`src/rtl/usbep_pkg.sv`:
```
`timescale 1ns / 1ps
package usbep_pkg;

    typedef enum logic [3:0] {
        CMD_OPEN      = 4'd0,
        CMD_CLOSE     = 4'd1,
        CMD_STALL     = 4'd2,
        CMD_CLR_STALL = 4'd3,
        CMD_CANCEL    = 4'd4,
        CMD_SUBMIT_IN = 4'd5,
        CMD_SUBMIT_OUT = 4'd6,
        CMD_SET_ADDR  = 4'd7,
        CMD_IN_DONE   = 4'd8,
        CMD_OUT_RX    = 4'd9,
        CMD_SETUP     = 4'd10,
        CMD_BUS_RESET = 4'd11
    } t_cmd;

    localparam logic [2:0] ST_OK          = 3'd0;
    localparam logic [2:0] ST_INVALID     = 3'd1;
    localparam logic [2:0] ST_NOT_READY   = 3'd2;
    localparam logic [2:0] ST_BUSY        = 3'd3;
    localparam logic [2:0] ST_UNSUPPORTED = 3'd4;

    localparam logic [2:0] EV_NONE     = 3'd0;
    localparam logic [2:0] EV_COMPLETE = 3'd1;
    localparam logic [2:0] EV_INVALID  = 3'd2;
    localparam logic [2:0] EV_SETUP    = 3'd3;
    localparam logic [2:0] EV_RESET    = 3'd4;

    localparam logic [1:0] HS_ACK   = 2'd0;
    localparam logic [1:0] HS_NAK   = 2'd1;
    localparam logic [1:0] HS_STALL = 2'd2;

    localparam logic [1:0] KIND_CONTROL = 2'd0;
    localparam logic [1:0] KIND_ISO     = 2'd1;
    localparam logic [1:0] KIND_BULK    = 2'd2;

    typedef enum logic [1:0] {
        S_IDLE,
        S_EXEC,
        S_OUT
    } t_state;

    // Controller to datapath.
    typedef struct packed {
        logic load;
        logic exec;
    } t_dp_cmd;

    function automatic logic pow2_packet(input logic [9:0] v);
        return v == 10'd8 || v == 10'd16 || v == 10'd32 || v == 10'd64;
    endfunction

endpackage

```
`src/rtl/usb_endpoint_transfer_engine_unit.sv`:
```
`timescale 1ns / 1ps
// Channel   | Handshake              | Payload
// ----------+------------------------+-------------------------------------------
// command   | i_valid / o_ready      | i_cmd, endpoint, size and token fields
// result    | o_valid / i_ready      | o_status, o_event_kind ... o_buffer_offset
// config    | i_cfg_we (no wait)     | i_cfg_data (endpoint zero max packet)
//
// Each command word is captured, then executed against the endpoint state
// in the execute state, and the result register is shown the next cycle.
// A new word is taken in the same cycle the previous result is taken, and
// not before, so the engine never holds two words at once.
// Reset is synchronous and active low; it restores the endpoint-zero defaults.
// A stalled result holds the engine; no word is taken until it drains.
module usb_endpoint_transfer_engine_unit #(
    parameter int ENDPOINT_COUNT = 8,
    parameter int MAX_PACKET     = 64,
    parameter int LENGTH_BITS    = 16
) (
    input  logic        i_clk,
    input  logic        i_rst_n,
    input  logic        i_cfg_we,
    input  logic [6:0]  i_cfg_data,
    input  logic        i_valid,
    output logic        o_ready,
    input  logic [3:0]  i_cmd,
    input  logic [7:0]  i_endpoint_address,
    input  logic [7:0]  i_endpoint_number,
    input  logic [1:0]  i_endpoint_type,
    input  logic [15:0] i_transfer_size,
    input  logic [9:0]  i_packet_size,
    input  logic [7:0]  i_rx_length,
    input  logic        i_toggle_ok,
    input  logic [7:0]  i_new_address,
    output logic        o_valid,
    input  logic        i_ready,
    output logic [2:0]  o_status,
    output logic [2:0]  o_event_kind,
    output logic [7:0]  o_event_endpoint_address,
    output logic [15:0] o_transferred_count,
    output logic [1:0]  o_handshake,
    output logic [6:0]  o_in_packet_len,
    output logic        o_data_toggle,
    output logic [6:0]  o_device_address,
    output logic [15:0] o_buffer_offset
);

    usbep_pkg::t_dp_cmd dp_cmd;

    usbep_ctrl u_ctrl (
        .i_clk   (i_clk),
        .i_rst_n (i_rst_n),
        .i_valid (i_valid),
        .o_ready (o_ready),
        .o_valid (o_valid),
        .i_ready (i_ready),
        .o_cmd   (dp_cmd)
    );

    usbep_dp #(
        .EP_COUNT (ENDPOINT_COUNT),
        .MAX_PKT  (MAX_PACKET),
        .LEN_BITS (LENGTH_BITS)
    ) u_dp (
        .i_clk                    (i_clk),
        .i_rst_n                  (i_rst_n),
        .i_cmd                    (dp_cmd),
        .i_cfg_we                 (i_cfg_we),
        .i_cfg_data               (i_cfg_data),
        .i_cmd_code               (i_cmd),
        .i_endpoint_address       (i_endpoint_address),
        .i_endpoint_number        (i_endpoint_number),
        .i_endpoint_type          (i_endpoint_type),
        .i_transfer_size          (i_transfer_size),
        .i_packet_size            (i_packet_size),
        .i_rx_length              (i_rx_length),
        .i_toggle_ok              (i_toggle_ok),
        .i_new_address            (i_new_address),
        .o_status                 (o_status),
        .o_event_kind             (o_event_kind),
        .o_event_endpoint_address (o_event_endpoint_address),
        .o_transferred_count      (o_transferred_count),
        .o_handshake              (o_handshake),
        .o_in_packet_len          (o_in_packet_len),
        .o_data_toggle            (o_data_toggle),
        .o_device_address         (o_device_address),
        .o_buffer_offset          (o_buffer_offset)
    );

`ifndef SYNTHESIS
    // An accepted word always produces a result after its execute state.
    a_result_follows: assert property (@(posedge i_clk) disable iff (!i_rst_n)
        (i_valid && o_ready) |=> ##1 o_valid)
        else $error("result missing after accepted word");
    // The engine never takes a word while a result is pending and not taken.
    a_no_overrun: assert property (@(posedge i_clk) disable iff (!i_rst_n)
        (o_valid && !i_ready) |-> !o_ready)
        else $error("word accepted over a pending result");
    // A bus reset always reports address zero.
    a_reset_addr: assert property (@(posedge i_clk) disable iff (!i_rst_n)
        (o_valid && o_event_kind == usbep_pkg::EV_RESET) |-> o_device_address == 7'd0)
        else $error("bus reset left a device address");
`endif

endmodule

```
`src/rtl/usbep_ctrl.sv`:
```
`timescale 1ns / 1ps
module usbep_ctrl (
    input  logic              i_clk,
    input  logic              i_rst_n,
    input  logic              i_valid,
    output logic              o_ready,
    output logic              o_valid,
    input  logic              i_ready,
    output usbep_pkg::t_dp_cmd o_cmd
);

    usbep_pkg::t_state r_state, n_state;

    always_ff @(posedge i_clk) begin
        if (!i_rst_n) begin
            r_state <= usbep_pkg::S_IDLE;
        end else begin
            r_state <= n_state;
        end
    end

    always_comb begin
        n_state    = r_state;
        o_ready    = 1'b0;
        o_valid    = 1'b0;
        o_cmd.load = 1'b0;
        o_cmd.exec = 1'b0;
        case (r_state)
            usbep_pkg::S_IDLE: begin
                o_ready = 1'b1;
                if (i_valid) begin
                    o_cmd.load = 1'b1;
                    n_state    = usbep_pkg::S_EXEC;
                end
            end
            usbep_pkg::S_EXEC: begin
                o_cmd.exec = 1'b1;
                n_state    = usbep_pkg::S_OUT;
            end
            usbep_pkg::S_OUT: begin
                o_valid = 1'b1;
                // The result register is free once taken, so a new word may enter.
                if (i_ready) begin
                    o_ready = 1'b1;
                    if (i_valid) begin
                        o_cmd.load = 1'b1;
                        n_state    = usbep_pkg::S_EXEC;
                    end else begin
                        n_state = usbep_pkg::S_IDLE;
                    end
                end
            end
            default: n_state = usbep_pkg::S_IDLE;
        endcase
    end

endmodule

```
`src/rtl/usbep_dp.sv`:
```
`timescale 1ns / 1ps
module usbep_dp #(
    parameter int EP_COUNT = 8,
    parameter int MAX_PKT  = 64,
    parameter int LEN_BITS = 16
) (
    input  logic               i_clk,
    input  logic               i_rst_n,
    input  usbep_pkg::t_dp_cmd i_cmd,
    input  logic               i_cfg_we,
    input  logic [6:0]         i_cfg_data,
    input  logic [3:0]         i_cmd_code,
    input  logic [7:0]         i_endpoint_address,
    input  logic [7:0]         i_endpoint_number,
    input  logic [1:0]         i_endpoint_type,
    input  logic [15:0]        i_transfer_size,
    input  logic [9:0]         i_packet_size,
    input  logic [7:0]         i_rx_length,
    input  logic               i_toggle_ok,
    input  logic [7:0]         i_new_address,
    output logic [2:0]         o_status,
    output logic [2:0]         o_event_kind,
    output logic [7:0]         o_event_endpoint_address,
    output logic [15:0]        o_transferred_count,
    output logic [1:0]         o_handshake,
    output logic [6:0]         o_in_packet_len,
    output logic               o_data_toggle,
    output logic [6:0]         o_device_address,
    output logic [15:0]        o_buffer_offset
);

    localparam int SLOTS = EP_COUNT * 2;
    localparam int SW    = $clog2(SLOTS);
    localparam int EW    = (EP_COUNT > 1) ? $clog2(EP_COUNT) : 1;
    localparam int CW    = (LEN_BITS < 16) ? LEN_BITS : 16;

    logic [SLOTS-1:0]    r_open, r_active, r_toggle;
    logic [1:0]          r_kind   [SLOTS];
    logic [6:0]          r_maxp   [SLOTS];
    logic [LEN_BITS-1:0] r_total  [SLOTS];
    logic [LEN_BITS-1:0] r_done   [SLOTS];
    logic [6:0]          r_queued [SLOTS];
    logic [1:0]          r_resp   [SLOTS];
    logic [6:0]          r_inlen  [EP_COUNT];
    logic                r_apend;
    logic [6:0]          r_paddr, r_caddr, r_ep0mp;

    // Latched command word.
    logic [3:0]  r_c;
    logic [7:0]  r_ea, r_en, r_rx, r_na;
    logic [1:0]  r_ty;
    logic [15:0] r_sz;
    logic [9:0]  r_ps;
    logic        r_tok;

    // Result registers.
    logic [2:0]  r_st, r_ev;
    logic [7:0]  r_eva;
    logic [15:0] r_cnt, r_off;
    logic [1:0]  r_hs;
    logic [6:0]  r_txl;
    logic        r_tg;

    always_ff @(posedge i_clk) begin
        if (i_cmd.load) begin
            r_c <= i_cmd_code; r_ea <= i_endpoint_address; r_en <= i_endpoint_number;
            r_ty <= i_endpoint_type; r_sz <= i_transfer_size; r_ps <= i_packet_size;
            r_rx <= i_rx_length; r_tok <= i_toggle_ok; r_na <= i_new_address;
        end
    end

    // Decode.
    logic [3:0]    aep;
    logic          adir, addr_ok, num_ok, has, size_ok;
    logic [SW-1:0] s;
    logic [EW-1:0] ep;
    logic [4:0]    sfull;
    always_comb begin
        aep     = r_ea[3:0];
        adir    = r_ea[7];
        addr_ok = (r_ea[6:4] == 3'd0) && ({28'd0, aep} < EP_COUNT);
        num_ok  = {24'd0, r_en} < EP_COUNT;
        size_ok = (LEN_BITS >= 16) || ((r_sz >> CW) == 16'd0);
        has     = 1'b0;
        sfull   = 5'd0;
        if (r_c <= 4'(usbep_pkg::CMD_CANCEL)) begin
            has = addr_ok; sfull = {aep, adir};
        end else if (r_c == usbep_pkg::CMD_SUBMIT_IN || r_c == usbep_pkg::CMD_IN_DONE) begin
            has = num_ok; sfull = {r_en[3:0], 1'b1};
        end else if (r_c == usbep_pkg::CMD_SUBMIT_OUT || r_c == usbep_pkg::CMD_OUT_RX) begin
            has = num_ok; sfull = {r_en[3:0], 1'b0};
        end else if (r_c == usbep_pkg::CMD_SETUP || r_c == usbep_pkg::CMD_BUS_RESET) begin
            has = 1'b1;
        end
        s  = sfull[SW-1:0];
        ep = sfull[EW:1];
    end

    // Slot values read once.
    logic [LEN_BITS-1:0] cur_total, cur_done, rem, done_in, done_out, ld_rem;
    logic [6:0]          cur_maxp, cur_q, ld_pkt, ld_pkt2;
    always_comb begin
        cur_total = r_total[s];
        cur_done  = r_done[s];
        cur_maxp  = r_maxp[s];
        cur_q     = r_queued[s];
        rem       = cur_total - cur_done;
        done_in   = cur_done + LEN_BITS'(cur_q);
        done_out  = cur_done + LEN_BITS'(r_rx);
        ld_rem    = cur_total - done_in;
        ld_pkt    = (LEN_BITS'(r_sz) > LEN_BITS'(cur_maxp)) ? cur_maxp : 7'(r_sz);
        ld_pkt2   = (ld_rem > LEN_BITS'(cur_maxp)) ? cur_maxp : 7'(ld_rem);
    end

    always_ff @(posedge i_clk) begin
        if (!i_rst_n) begin
            r_ep0mp <= 7'd64;
        end else if (i_cfg_we && usbep_pkg::pow2_packet({3'd0, i_cfg_data})) begin
            r_ep0mp <= i_cfg_data;
        end
    end

    logic ex;
    assign ex = i_cmd.exec;

    always_ff @(posedge i_clk) begin
        if (!i_rst_n || (ex && r_c == usbep_pkg::CMD_BUS_RESET)) begin
            r_open <= SLOTS'(2'b11); r_active <= '0; r_toggle <= '0;
            for (int k = 0; k < SLOTS; k++) begin
                r_kind[k] <= '0; r_total[k] <= '0;
                r_done[k] <= '0; r_queued[k] <= '0;
                // At power-on the size register is itself being reset, so
                // endpoint zero takes the reset size directly.
                r_maxp[k] <= (k < 2) ? (i_rst_n ? r_ep0mp : 7'd64) : 7'd0;
                r_resp[k] <= (k == 0) ? usbep_pkg::HS_ACK : usbep_pkg::HS_NAK;
            end
            for (int k = 0; k < EP_COUNT; k++) r_inlen[k] <= '0;
            r_apend <= 1'b0; r_paddr <= '0; r_caddr <= '0;
        end else begin
            if (i_cfg_we && usbep_pkg::pow2_packet({3'd0, i_cfg_data})) begin
                r_maxp[0] <= i_cfg_data; r_maxp[1] <= i_cfg_data;
            end
            if (ex) begin
                case (r_c)
                    usbep_pkg::CMD_OPEN: begin
                        if (addr_ok && r_ps != 10'd0 && r_ps <= 10'(MAX_PKT)
                            && !(r_ty == usbep_pkg::KIND_BULK && !usbep_pkg::pow2_packet(r_ps))
                            && aep != 4'd0 && r_ty[1] && !r_open[s]) begin
                            r_open[s] <= 1'b1; r_kind[s] <= r_ty; r_maxp[s] <= r_ps[6:0];
                            r_active[s] <= 1'b0; r_toggle[s] <= 1'b0;
                            r_resp[s] <= usbep_pkg::HS_NAK;
                        end
                    end
                    usbep_pkg::CMD_CLOSE: begin
                        if (addr_ok && aep != 4'd0) begin
                            r_active[s] <= 1'b0; r_total[s] <= '0; r_done[s] <= '0;
                            r_queued[s] <= '0; r_open[s] <= 1'b0; r_kind[s] <= '0;
                            r_maxp[s] <= '0; r_toggle[s] <= 1'b0;
                            r_resp[s] <= usbep_pkg::HS_NAK;
                            if (adir) r_inlen[ep] <= '0;
                        end
                    end
                    usbep_pkg::CMD_STALL, usbep_pkg::CMD_CLR_STALL,
                    usbep_pkg::CMD_CANCEL: begin
                        if (addr_ok && r_open[s]) begin
                            if (r_c == usbep_pkg::CMD_CLR_STALL) begin
                                r_toggle[s] <= 1'b0; r_resp[s] <= usbep_pkg::HS_NAK;
                            end else begin
                                r_active[s] <= 1'b0; r_total[s] <= '0; r_done[s] <= '0;
                                r_queued[s] <= '0;
                                if (adir) r_inlen[ep] <= '0;
                                r_resp[s] <= (r_c == usbep_pkg::CMD_STALL) ?
                                             usbep_pkg::HS_STALL : usbep_pkg::HS_NAK;
                            end
                        end
                    end
                    usbep_pkg::CMD_SUBMIT_IN, usbep_pkg::CMD_SUBMIT_OUT: begin
                        if (num_ok && size_ok && r_open[s] && !r_active[s]) begin
                            r_total[s] <= LEN_BITS'(r_sz); r_done[s] <= '0;
                            r_active[s] <= 1'b1; r_resp[s] <= usbep_pkg::HS_ACK;
                            if (r_c == usbep_pkg::CMD_SUBMIT_IN) begin
                                r_queued[s] <= ld_pkt; r_inlen[ep] <= ld_pkt;
                            end else begin
                                r_queued[s] <= '0;
                            end
                        end
                    end
                    usbep_pkg::CMD_SET_ADDR: begin
                        if (!r_na[7]) begin
                            r_paddr <= r_na[6:0]; r_apend <= 1'b1;
                        end
                    end
                    usbep_pkg::CMD_IN_DONE: begin
                        if (num_ok) begin
                            if (!r_active[s]) begin
                                r_resp[s] <= usbep_pkg::HS_NAK;
                            end else begin
                                r_toggle[s] <= ~r_toggle[s];
                                r_done[s] <= done_in;
                                if (done_in < cur_total) begin
                                    r_queued[s] <= ld_pkt2; r_inlen[ep] <= ld_pkt2;
                                    r_resp[s] <= usbep_pkg::HS_ACK;
                                end else begin
                                    r_queued[s] <= '0; r_active[s] <= 1'b0;
                                    r_resp[s] <= usbep_pkg::HS_NAK;
                                    if (r_en == 8'd0 && r_apend) begin
                                        r_caddr <= r_paddr; r_apend <= 1'b0;
                                    end
                                end
                            end
                        end
                    end
                    usbep_pkg::CMD_OUT_RX: begin
                        if (r_tok && num_ok) begin
                            if (!r_active[s]) begin
                                r_resp[s] <= usbep_pkg::HS_NAK;
                            end else if (LEN_BITS'(r_rx) > rem || r_rx > {1'b0, cur_maxp}) begin
                                r_active[s] <= 1'b0; r_resp[s] <= usbep_pkg::HS_NAK;
                            end else begin
                                r_toggle[s] <= ~r_toggle[s];
                                r_done[s] <= done_out;
                                if (done_out == cur_total || r_rx < {1'b0, cur_maxp}) begin
                                    r_active[s] <= 1'b0; r_resp[s] <= usbep_pkg::HS_NAK;
                                end else begin
                                    r_resp[s] <= usbep_pkg::HS_ACK;
                                end
                            end
                        end
                    end
                    usbep_pkg::CMD_SETUP: begin
                        r_active[0] <= 1'b0; r_active[1] <= 1'b0; r_apend <= 1'b0;
                        r_toggle[0] <= 1'b1; r_toggle[1] <= 1'b1;
                        r_resp[0] <= usbep_pkg::HS_NAK; r_resp[1] <= usbep_pkg::HS_NAK;
                    end
                    default: ;
                endcase
            end
        end
    end

    // Status, event and offset of the command, from the pre-command state.
    logic [2:0]  st, ev;
    logic [7:0]  eva;
    logic [15:0] cnt, off;
    always_comb begin
        st = usbep_pkg::ST_OK; ev = usbep_pkg::EV_NONE; eva = '0; cnt = '0; off = '0;
        case (r_c)
            usbep_pkg::CMD_OPEN: begin
                if (!addr_ok || r_ps == 10'd0 || r_ps > 10'(MAX_PKT)
                    || (r_ty == usbep_pkg::KIND_BULK && !usbep_pkg::pow2_packet(r_ps)))
                    st = usbep_pkg::ST_INVALID;
                else if (aep == 4'd0) st = usbep_pkg::ST_BUSY;
                else if (!r_ty[1]) st = usbep_pkg::ST_UNSUPPORTED;
                else if (r_open[s]) st = usbep_pkg::ST_BUSY;
            end
            usbep_pkg::CMD_CLOSE: begin
                if (!addr_ok) st = usbep_pkg::ST_INVALID;
                else if (aep == 4'd0) st = usbep_pkg::ST_BUSY;
            end
            usbep_pkg::CMD_STALL, usbep_pkg::CMD_CLR_STALL, usbep_pkg::CMD_CANCEL: begin
                if (!addr_ok) st = usbep_pkg::ST_INVALID;
                else if (!r_open[s]) st = usbep_pkg::ST_NOT_READY;
            end
            usbep_pkg::CMD_SUBMIT_IN, usbep_pkg::CMD_SUBMIT_OUT: begin
                if (!num_ok || !size_ok) st = usbep_pkg::ST_INVALID;
                else if (!r_open[s]) st = usbep_pkg::ST_NOT_READY;
                else if (r_active[s]) st = usbep_pkg::ST_BUSY;
            end
            usbep_pkg::CMD_SET_ADDR: begin
                if (r_na[7]) st = usbep_pkg::ST_INVALID;
            end
            usbep_pkg::CMD_IN_DONE: begin
                if (!num_ok) st = usbep_pkg::ST_INVALID;
                else if (r_active[s]) begin
                    if (done_in < cur_total) off = 16'(done_in);
                    else begin
                        ev = usbep_pkg::EV_COMPLETE; eva = {1'b1, r_en[6:0]};
                        cnt = 16'(done_in);
                    end
                end
            end
            usbep_pkg::CMD_OUT_RX: begin
                if (r_tok) begin
                    if (!num_ok) st = usbep_pkg::ST_INVALID;
                    else if (r_active[s]) begin
                        if (LEN_BITS'(r_rx) > rem || r_rx > {1'b0, cur_maxp}) begin
                            ev = usbep_pkg::EV_INVALID; eva = r_en;
                        end else begin
                            off = 16'(cur_done);
                            if (done_out == cur_total || r_rx < {1'b0, cur_maxp}) begin
                                ev = usbep_pkg::EV_COMPLETE; eva = r_en;
                                cnt = 16'(done_out);
                            end
                        end
                    end
                end
            end
            usbep_pkg::CMD_SETUP:     ev = usbep_pkg::EV_SETUP;
            usbep_pkg::CMD_BUS_RESET: ev = usbep_pkg::EV_RESET;
            default: st = usbep_pkg::ST_UNSUPPORTED;
        endcase
    end

    logic r_has;
    logic [SW-1:0] r_s;
    always_ff @(posedge i_clk) begin
        if (ex) begin
            r_st <= st; r_ev <= ev; r_eva <= eva; r_cnt <= cnt; r_off <= off;
            r_has <= has; r_s <= s;
        end
    end

    // Per-slot fields are read after the command updates the state.
    assign o_status                 = r_st;
    assign o_event_kind             = r_ev;
    assign o_event_endpoint_address = r_eva;
    assign o_transferred_count      = r_cnt;
    assign o_buffer_offset          = r_off;
    assign o_handshake              = r_has ? r_resp[r_s] : 2'd0;
    assign o_data_toggle            = r_has ? r_toggle[r_s] : 1'b0;
    assign o_in_packet_len          = r_has ? r_inlen[r_s[SW-1:1]] : 7'd0;
    assign o_device_address         = r_caddr;

    logic unused;
    assign unused = ^{r_kind[0], r_ps[9:7]};

endmodule

```
`config.mk`:
```
export PLATFORM = sky130hd
export DESIGN_NAME = usb_endpoint_transfer_engine_unit
export DESIGN_NICKNAME = d
export VERILOG_FILES = /design/src/rtl/usbep_pkg.sv /design/src/rtl/usb_endpoint_transfer_engine_unit.sv /design/src/rtl/usbep_ctrl.sv /design/src/rtl/usbep_dp.sv
export SDC_FILE = /design/constraint.sdc
export NUM_CORES = 2
export LEC_CHECK = 0
export ABC_AREA = 1
export BUFFER_PORTS_ARGS = -buffer_cell sky130_fd_sc_hd__buf_4
export CORE_MARGIN = 1.5
export CORE_UTILIZATION = 36
export CTS_BUF_LIST = sky130_fd_sc_hd__clkbuf_4
export DETAILED_ROUTE_END_ITERATION = 12
export GPL_TIMING_DRIVEN = 0
export PLACE_DENSITY_LB_ADDON = 0.05
export SYNTH_ARGS = -nofsm -noshare
export SYNTH_HDL_FRONTEND = slang
export SYNTH_HIERARCHICAL = 1
export SYNTH_SLANG_ARGS = --single-unit
```
`constraint.sdc`:
```
create_clock -name i_clk -period 21.5 [get_ports i_clk]
set_clock_uncertainty 0.15 [all_clocks]
set_input_delay 1.075 -clock i_clk [delete_from_list [all_inputs] [get_ports i_clk]]
set_output_delay 1.075 -clock i_clk [all_outputs]
set_load 0.01 [all_outputs]
```
# ---- Yosys cells after proc, flatten, opt, wreduce, memory -nomap -nowiden
# Memory sizes are Yosys's and may differ from the RTL's. A register that Yosys moved wholly into a read port is not among the register bits.
# Index checks and enable logic that the tools add are counted.
dict set report classes {
  n_addsub 4
  multipliers 0
  n_div 0
  n_lt_le_gt_ge 14
  eq_ne 40
  shifts 0
  muxes 291
  bitwise_logic 39
  n_reduce_logical 70
}
# cell count
set op_table {}
lappend op_table {{$mux 16} 46}
lappend op_table {{$mux 1} 152}
lappend op_table {{$mux 7} 18}
lappend op_table {{$pmux 16 s2} 3}
lappend op_table {{$pmux 14 s6} 1}
lappend op_table {{$pmux 14 s5} 1}
lappend op_table {{$mux 8} 8}
lappend op_table {{$and 16x16->16} 3}
lappend op_table {{$mux 3} 16}
lappend op_table {{$mux 2} 22}
lappend op_table {{$mux 4} 9}
lappend op_table {{$gt 16x7->1} 2}
lappend op_table {{$or 16x16->16} 2}
lappend op_table {{$reduce_or 16->1} 2}
lappend op_table {{$sub 16x16->16} 2}
lappend op_table {{$or 1x1->1} 30}
lappend op_table {{$reduce_and 13->1} 2}
lappend op_table {{$pmux 3 s8} 1}
lappend op_table {{$reduce_and 11->1} 2}
lappend op_table {{$reduce_or 7->1} 3}
lappend op_table {{$ne 2x2->1 const B} 10}
lappend op_table {{$logic_and 1x1->1} 17}
lappend op_table {{$add 16x7->16} 1}
lappend op_table {{$add 16x8->16} 1}
lappend op_table {{other kinds (61)} 104}
dict set report totals {
  ff_bits 188
  latch_bits 0
  mem_bits_rw 824
  mem_bits_ro 0
  in_bits 77
  word_cells 490
  n_memories 6
}
# memory words word_bits rd rd_ports_with_merged_regs write_ports line_no
set memory_table {}
lappend memory_table {u_dp.r_done 16 16 1 0 16 usbep_dp.sv:41} ;# logic [LEN_BITS-1:0] r_done [SLOTS];
lappend memory_table {u_dp.r_total 16 16 1 0 16 usbep_dp.sv:40} ;# logic [LEN_BITS-1:0] r_total [SLOTS];
lappend memory_table {u_dp.r_maxp 16 7 1 0 16 usbep_dp.sv:39} ;# logic [6:0] r_maxp [SLOTS];
lappend memory_table {u_dp.r_queued 16 7 1 0 16 usbep_dp.sv:42} ;# logic [6:0] r_queued [SLOTS];
lappend memory_table {u_dp.r_inlen 8 7 1 1 8 usbep_dp.sv:44} ;# logic [6:0] r_inlen [EP_COUNT];
lappend memory_table {u_dp.r_resp 16 2 1 1 16 usbep_dp.sv:43} ;# logic [1:0] r_resp [SLOTS];

# ---- Depth between registers and ports, before layout
dict set report depth {
  depth_word 29
  ltp_mapped 48
  mapped_depth_nobuf 43
}

# ---- By module
# Netlist, hierarchy kept.
# mod instances cells_per_inst area_per_inst_um2 seq_area_each_um2
set by_module_without_submodules {}
lappend by_module_without_submodules {usbep_dp 1 4751 47641.9 29708.5}
lappend by_module_without_submodules {usbep_ctrl 1 17 113.9 40.0}

# ---- Worst setup path before layout
# Ideal clock, no wire load.
dict set report synth_timing {
  path_type {register to register}
  start {register u_dp.r_c[2]}
  end {memory u_dp.r_done[14][0] (enable)}
  setup_ps 363
  arrival_time_ps 6640
  slack_ps 14347
  path_stages_with_launch 46
  path_buffers 9
  period_less_slack_ps 7153
  cell_sequence {edfxtp_1 -> inv_2 -> nor2_4 -> nand2_1 -> nand3_2 -> nand2_4 -> inv_4 -> nor2_4 -> buf_6 -> buf_6 -> buf_2 -> buf_2 -> buf_4 -> clkbuf_1 -> clkbuf_1 -> a22oi_1 -> nand2_1 -> nand2_1 -> [10 not listed] -> nor2_1 -> nand2_1 -> o211ai_1 -> nand2_1 -> a211oi_1 -> nand3b_1 -> nor2_1 -> nand4_1 -> nor2_1 -> nand3_1 -> nand2_1 -> nor2_2 -> nand2_1 -> nand3_1 -> buf_2 -> nand2_1 -> buf_2 -> nand2_1}
}
# element line_no
set synth_rtl {}
lappend synth_rtl {{start, declared} usbep_dp.sv:49} ;# logic [3:0] r_c;
lappend synth_rtl {{start signal, assigned} usbep_dp.sv:66} ;# r_c <= i_cmd_code; r_ea <= i_endpoint_address; r_en <= i_endpoint_number;
lappend synth_rtl {{end, declared} usbep_dp.sv:41}

==> flow_summary.html <==
<table>
<tr><th>Metric</th><th>Value</th></tr>
<tr><th colspan="2">Drt</th></tr>
<tr><td>WL final</td><td>189.4 mm</td></tr>
<tr><td>Drt via density</td><td>5.365</td></tr>
<tr><td>First-pass detailed-route iteration total</td><td>6</td></tr>
<tr><td>Total number of vias</td><td>39380</td></tr>
<tr><td>DRC violation count after routing</td><td>0</td></tr>
<tr><td>Number of nets with antenna violations after detailed routing</td><td>0</td></tr>
<tr><td>1st-iter DRT viols</td><td>3641</td></tr>
<tr><td>Average detailed-routed wire length per instance</td><td>25.80 µm</td></tr>
<tr><th colspan="2">Timing</th></tr>
<tr><td>Max-slew violation count</td><td>0</td></tr>
<tr><td>Slew Limit Headroom</td><td>2.624%</td></tr>
<tr><td>Worst Tran Pin Value</td><td>1454 ps</td></tr>
<tr><td>Final critical path time including I/O delays and setup</td><td>13230 ps</td></tr>
<tr><td>Top achievable clock speed</td><td>75.56 MHz</td></tr>
<tr><td>Final setup violation count</td><td>0</td></tr>
<tr><td>Final Hold Violating Endpoints</td><td>0</td></tr>
<tr><td>RSZ-0062 raised after global routing</td><td>no</td></tr>
<tr><td>Total Neg Setup Slack</td><td>0 ps</td></tr>
<tr><td>Fin worst setup slack</td><td>8266 ps</td></tr>
<tr><td>Fin crit share</td><td>61.55%</td></tr>
<tr><th colspan="2">Synth</th></tr>
<tr><td>Main synth FF type</td><td>edfxtp_1</td></tr>
<tr><td>Area of the mapped netlist</td><td>0.04776 mm²</td></tr>
<tr><td>Sequential cell area fraction in the yosys report</td><td>62.29%</td></tr>
<tr><td>Count of state elements after synthesis</td><td>1016</td></tr>
<tr><td>Post-synth EDFFs</td><td>940</td></tr>
<tr><td>Async set or reset register ratio after synthesis</td><td>0%</td></tr>
<tr><td>Mean instance size in the synthesized netlist</td><td>10.02 µm²</td></tr>
<tr><td>Gate count after technology mapping</td><td>4768</td></tr>
<tr><td>Warnings, synthesis</td><td>6</td></tr>
<tr><td>Unique masters post-synth</td><td>68</td></tr>
<tr><th colspan="2">Place</th></tr>
<tr><td>DPL Wire Length</td><td>135.6 mm</td></tr>
<tr><td>Cell area after placement</td><td>0.05173 mm²</td></tr>
<tr><td>Port bufs</td><td>141</td></tr>
<tr><td>Final RePlAce weighted congestion</td><td>0.9117</td></tr>
<tr><td>DP Worst Slack</td><td>8366 ps</td></tr>
<tr><th colspan="2">Global route</th></tr>
<tr><td>Largest net degree at the start of global routing</td><td>53</td></tr>
<tr><td>Global routing met1 resource utilization</td><td>37.07%</td></tr>
<tr><td>Final global-route overflow total</td><td>0</td></tr>
<tr><td>Met2 track utilization from global routing</td><td>44.25%</td></tr>
<tr><td>Met3 Usage GRT</td><td>5.213%</td></tr>
<tr><td>Highest-utilization routing layer at the global route stage</td><td>met2</td></tr>
<tr><td>Global-route wire length before repair</td><td>267.1 mm</td></tr>
<tr><td>Global-route usage over all layers</td><td>27.57%</td></tr>
<tr><td>Number of global-route vias before repair</td><td>37980</td></tr>
<tr><td>Antenna violations before repair</td><td>6</td></tr>
<tr><th colspan="2">Critical path</th></tr>
<tr><td>Cell at the slowest stage of the critical path</td><td>buf_1</td></tr>
<tr><td>Crit Path Class</td><td>reg2reg</td></tr>
<tr><td>Critical-path maximum fanout</td><td>16</td></tr>
<tr><td>Data arrival time of the critical path</td><td>13780 ps</td></tr>
<tr><td>Crit-path max cell delay</td><td>780 ps</td></tr>
<tr><td>Cell with the most instances on the worst path</td><td>nand2_1</td></tr>
<tr><td>Startpoint type of the worst setup path</td><td>register</td></tr>
<tr><td>Critical path required time</td><td>22050 ps</td></tr>
<tr><td>Type of destination of the critical path</td><td>register</td></tr>
<tr><th colspan="2">Power</th></tr>
<tr><td>Worst supply voltage drop on vdd</td><td>0.06859 mV</td></tr>
<tr><td>Standby leakage power</td><td>21.34 nW</td></tr>
<tr><td>Ratio of total power to cell area</td><td>92.64 mW/mm²</td></tr>
<tr><th colspan="2">Floorplanning</th></tr>
<tr><td>Starting density of the core</td><td>36.28%</td></tr>
<tr><td>Die width</td><td>367.2 µm</td></tr>
<tr><td>Number of rows created at floorplan</td><td>133</td></tr>
<tr><td>Ports</td><td>142</td></tr>
<tr><td>Die Y</td><td>367.2 µm</td></tr>
<tr><td>Die Area</td><td>0.1349 mm²</td></tr>
<tr><td>Floorplan Core Area</td><td>0.1316 mm²</td></tr>
<tr><th colspan="2">Layout</th></tr>
<tr><td>Post-route cell area</td><td>0.05625 mm²</td></tr>
<tr><td>Fraction of final layout cells with drive strength greater than 1</td><td>15.29%</td></tr>
<tr><td>Top library cells by usage in the layout, fill and taps aside</td><td>1014 x nand2_1, 940 x edfxtp_1, 829 x nor2_1, 475 x clkbuf_4, 255 x inv_1</td></tr>
<tr><td>Number of nets in the final layout</td><td>5523</td></tr>
<tr><td>Most common library cell in the layout ignoring fill and taps</td><td>nand2_1</td></tr>
<tr><td>Area grow syn2layout</td><td>17.78%</td></tr>
<tr><th colspan="2">CTS</th></tr>
<tr><td>Clock tree from TritonCTS</td><td>built</td></tr>
<tr><td>Number of buffers added by the clock tree synthesis step</td><td>305</td></tr>
<tr><td>CTS hold repair buffers</td><td>72</td></tr>
<tr><td>Skew-Pair Late Insertion Delay</td><td>1330 ps</td></tr>
<tr><td>Clock tree buffer depth</td><td>4</td></tr>
<tr><td>Clock sinks</td><td>1016</td></tr>
<tr><td>Number of setup buffers added after CTS</td><td>0</td></tr>
<tr><td>Buffer type at the clock tree root</td><td>clkbuf_4</td></tr>
<tr><td>Total of cells resized after clock tree synthesis</td><td>0</td></tr>
<tr><td>H-tree depth reported by CTS</td><td>5</td></tr>
<tr><td>Clock-pin slew on the worst setup and hold paths</td><td>60 ps</td></tr>
<tr><th colspan="2">Status</th></tr>
<tr><td>Run status</td><td>complete, no violations</td></tr>
<tr><th colspan="2">Run</th></tr>
<tr><td>Max-cap viol count</td><td>0</td></tr>
<tr><th colspan="2">Min path</th></tr>
<tr><td>Path category of the worst min-delay check</td><td>in2reg</td></tr>
</table>
kinds of logic after synthesis:
group / after synthesis / share of synthesized area (%)
other: 1 / 0.007852
and+or+nand+nor: 2213 / 19.25
adders and majority gates: 77 / 2.080
buffers and inverters: 571 / 5.004
AOI/OAI and AO/OA: 846 / 10.56
DFF: 1016 / 62.29
xor gates and xnor gates: 44 / 0.8070
Yosys cell counts (7+ instances only):
master,count,share of area [%]
dfxtp_1,76,3.2
a211oi_1,9,0.14
xnor2_1,7,0.13
o22ai_1,128,1.7
nor3_1,28,0.29
edfxtp_1,940,59
nand2_1,1014,8.0
nand2_2,13,0.17
ha_1,73,1.9
nand3b_1,20,0.31
o21ai_1,7,0.073
nor4_1,8,0.10
buf_2,68,0.71
a31oi_1,8,0.10
a21oi_1,237,2.5
nor3b_1,15,0.24
nand4_1,81,1.1
o21bai_1,18,0.28
o221ai_1,10,0.18
xor2_1,37,0.68
buf_4,12,0.19
clkbuf_1,160,1.3
nand3_2,12,0.25
o21ai_0,240,2.5
nor2_1,829,6.5
nor2_4,11,0.26
nand3_1,151,1.6
buf_6,15,0.35
nor2_2,12,0.16
clkinv_1,12,0.094
inv_1,256,2.0
a22oi_1,141,2.2
inv_2,24,0.19
o211ai_1,17,0.27
buf_1,22,0.17
path summary, 6_finish.rpt:
kind                                             from                               end  slack (ps)  cells past startpoint
worst max register to register  u_dp/r_c[1]$_DFFE_PP_  u_dp/r_done[0][11]$_SDFFCE_PN0P_        8270                     44
worst min register to register               register                          register         280                      2
worst max-delay path            u_dp/r_c[1]$_DFFE_PP_  u_dp/r_done[0][11]$_SDFFCE_PN0P_        8270                     44
worst min-delay path                         i_cfg_we      u_dp/r_ep0mp[6]$_SDFFE_PN1P_         120                      4
critical path, delay by kind of cell (launching register included):
kind,cells,cell delay (ps)
XOR/XNOR,1,120
flip-flops,1,490
buffers and inverters,12,4090
adder cells (fa/ha/maj),2,750
AO/OA/AOI/OAI,7,1850
AND/OR/NAND/NOR,22,5090
metrics by stage:
step                      power, W  utilization [%]  instances  hold slack, ps
after global routing      0.005464            42.73       7341           80.92
after CTS                 0.005255            42.71       7332           13.91
after floorplan           0.002955                -       4827           250.0
final                     0.005211            42.73       7341           121.6
after global placement    0.003343            38.92       6723           261.0
after detailed placement  0.003357            39.30       6745           266.6
power by group:
part / internal [W] / leakage (nW) / switching, W
sequential: 0.00223 / 10.2 / 0.0000297
combinational: 0.000321 / 8.86 / 0.000765
clock: 0.00102 / 2.29 / 0.000850
layout make-up:
cell class                      instances  area [µm²]
Clock buffer                          475        3566
Clock inverter                         40       207.7
Fill cell                           13290       75380
Multi-Input combinational cell       3240       15970
Sequential cell                      1016       29750
Inverter                              294        1110
Antenna cell                            9       22.52
Timing Repair Buffer                  235        2148
Tap cell                             1755        2196
Buffer                                277        1282
layer usage:
layer  vias up  part of all wire (%)
li1      17930                     -
met1     19400                    43
met2      1700                    47
met3       356                   7.4
met4         2                   3.2
met5         -                0.0063
sequential cells by signal, summed over array words and instances (netlist names), 16 cells and up, named ones only:
signal                    cells
u_dp/o_buffer_offset         16
u_dp/o_transferred_count     16
u_dp/r_done                 256
u_dp/r_inlen                 56
u_dp/r_maxp                 112
u_dp/r_queued               112
u_dp/r_resp                  32
u_dp/r_sz                    16
u_dp/r_toggle                16
u_dp/r_total                256
(Power assumes the default switching activity.)
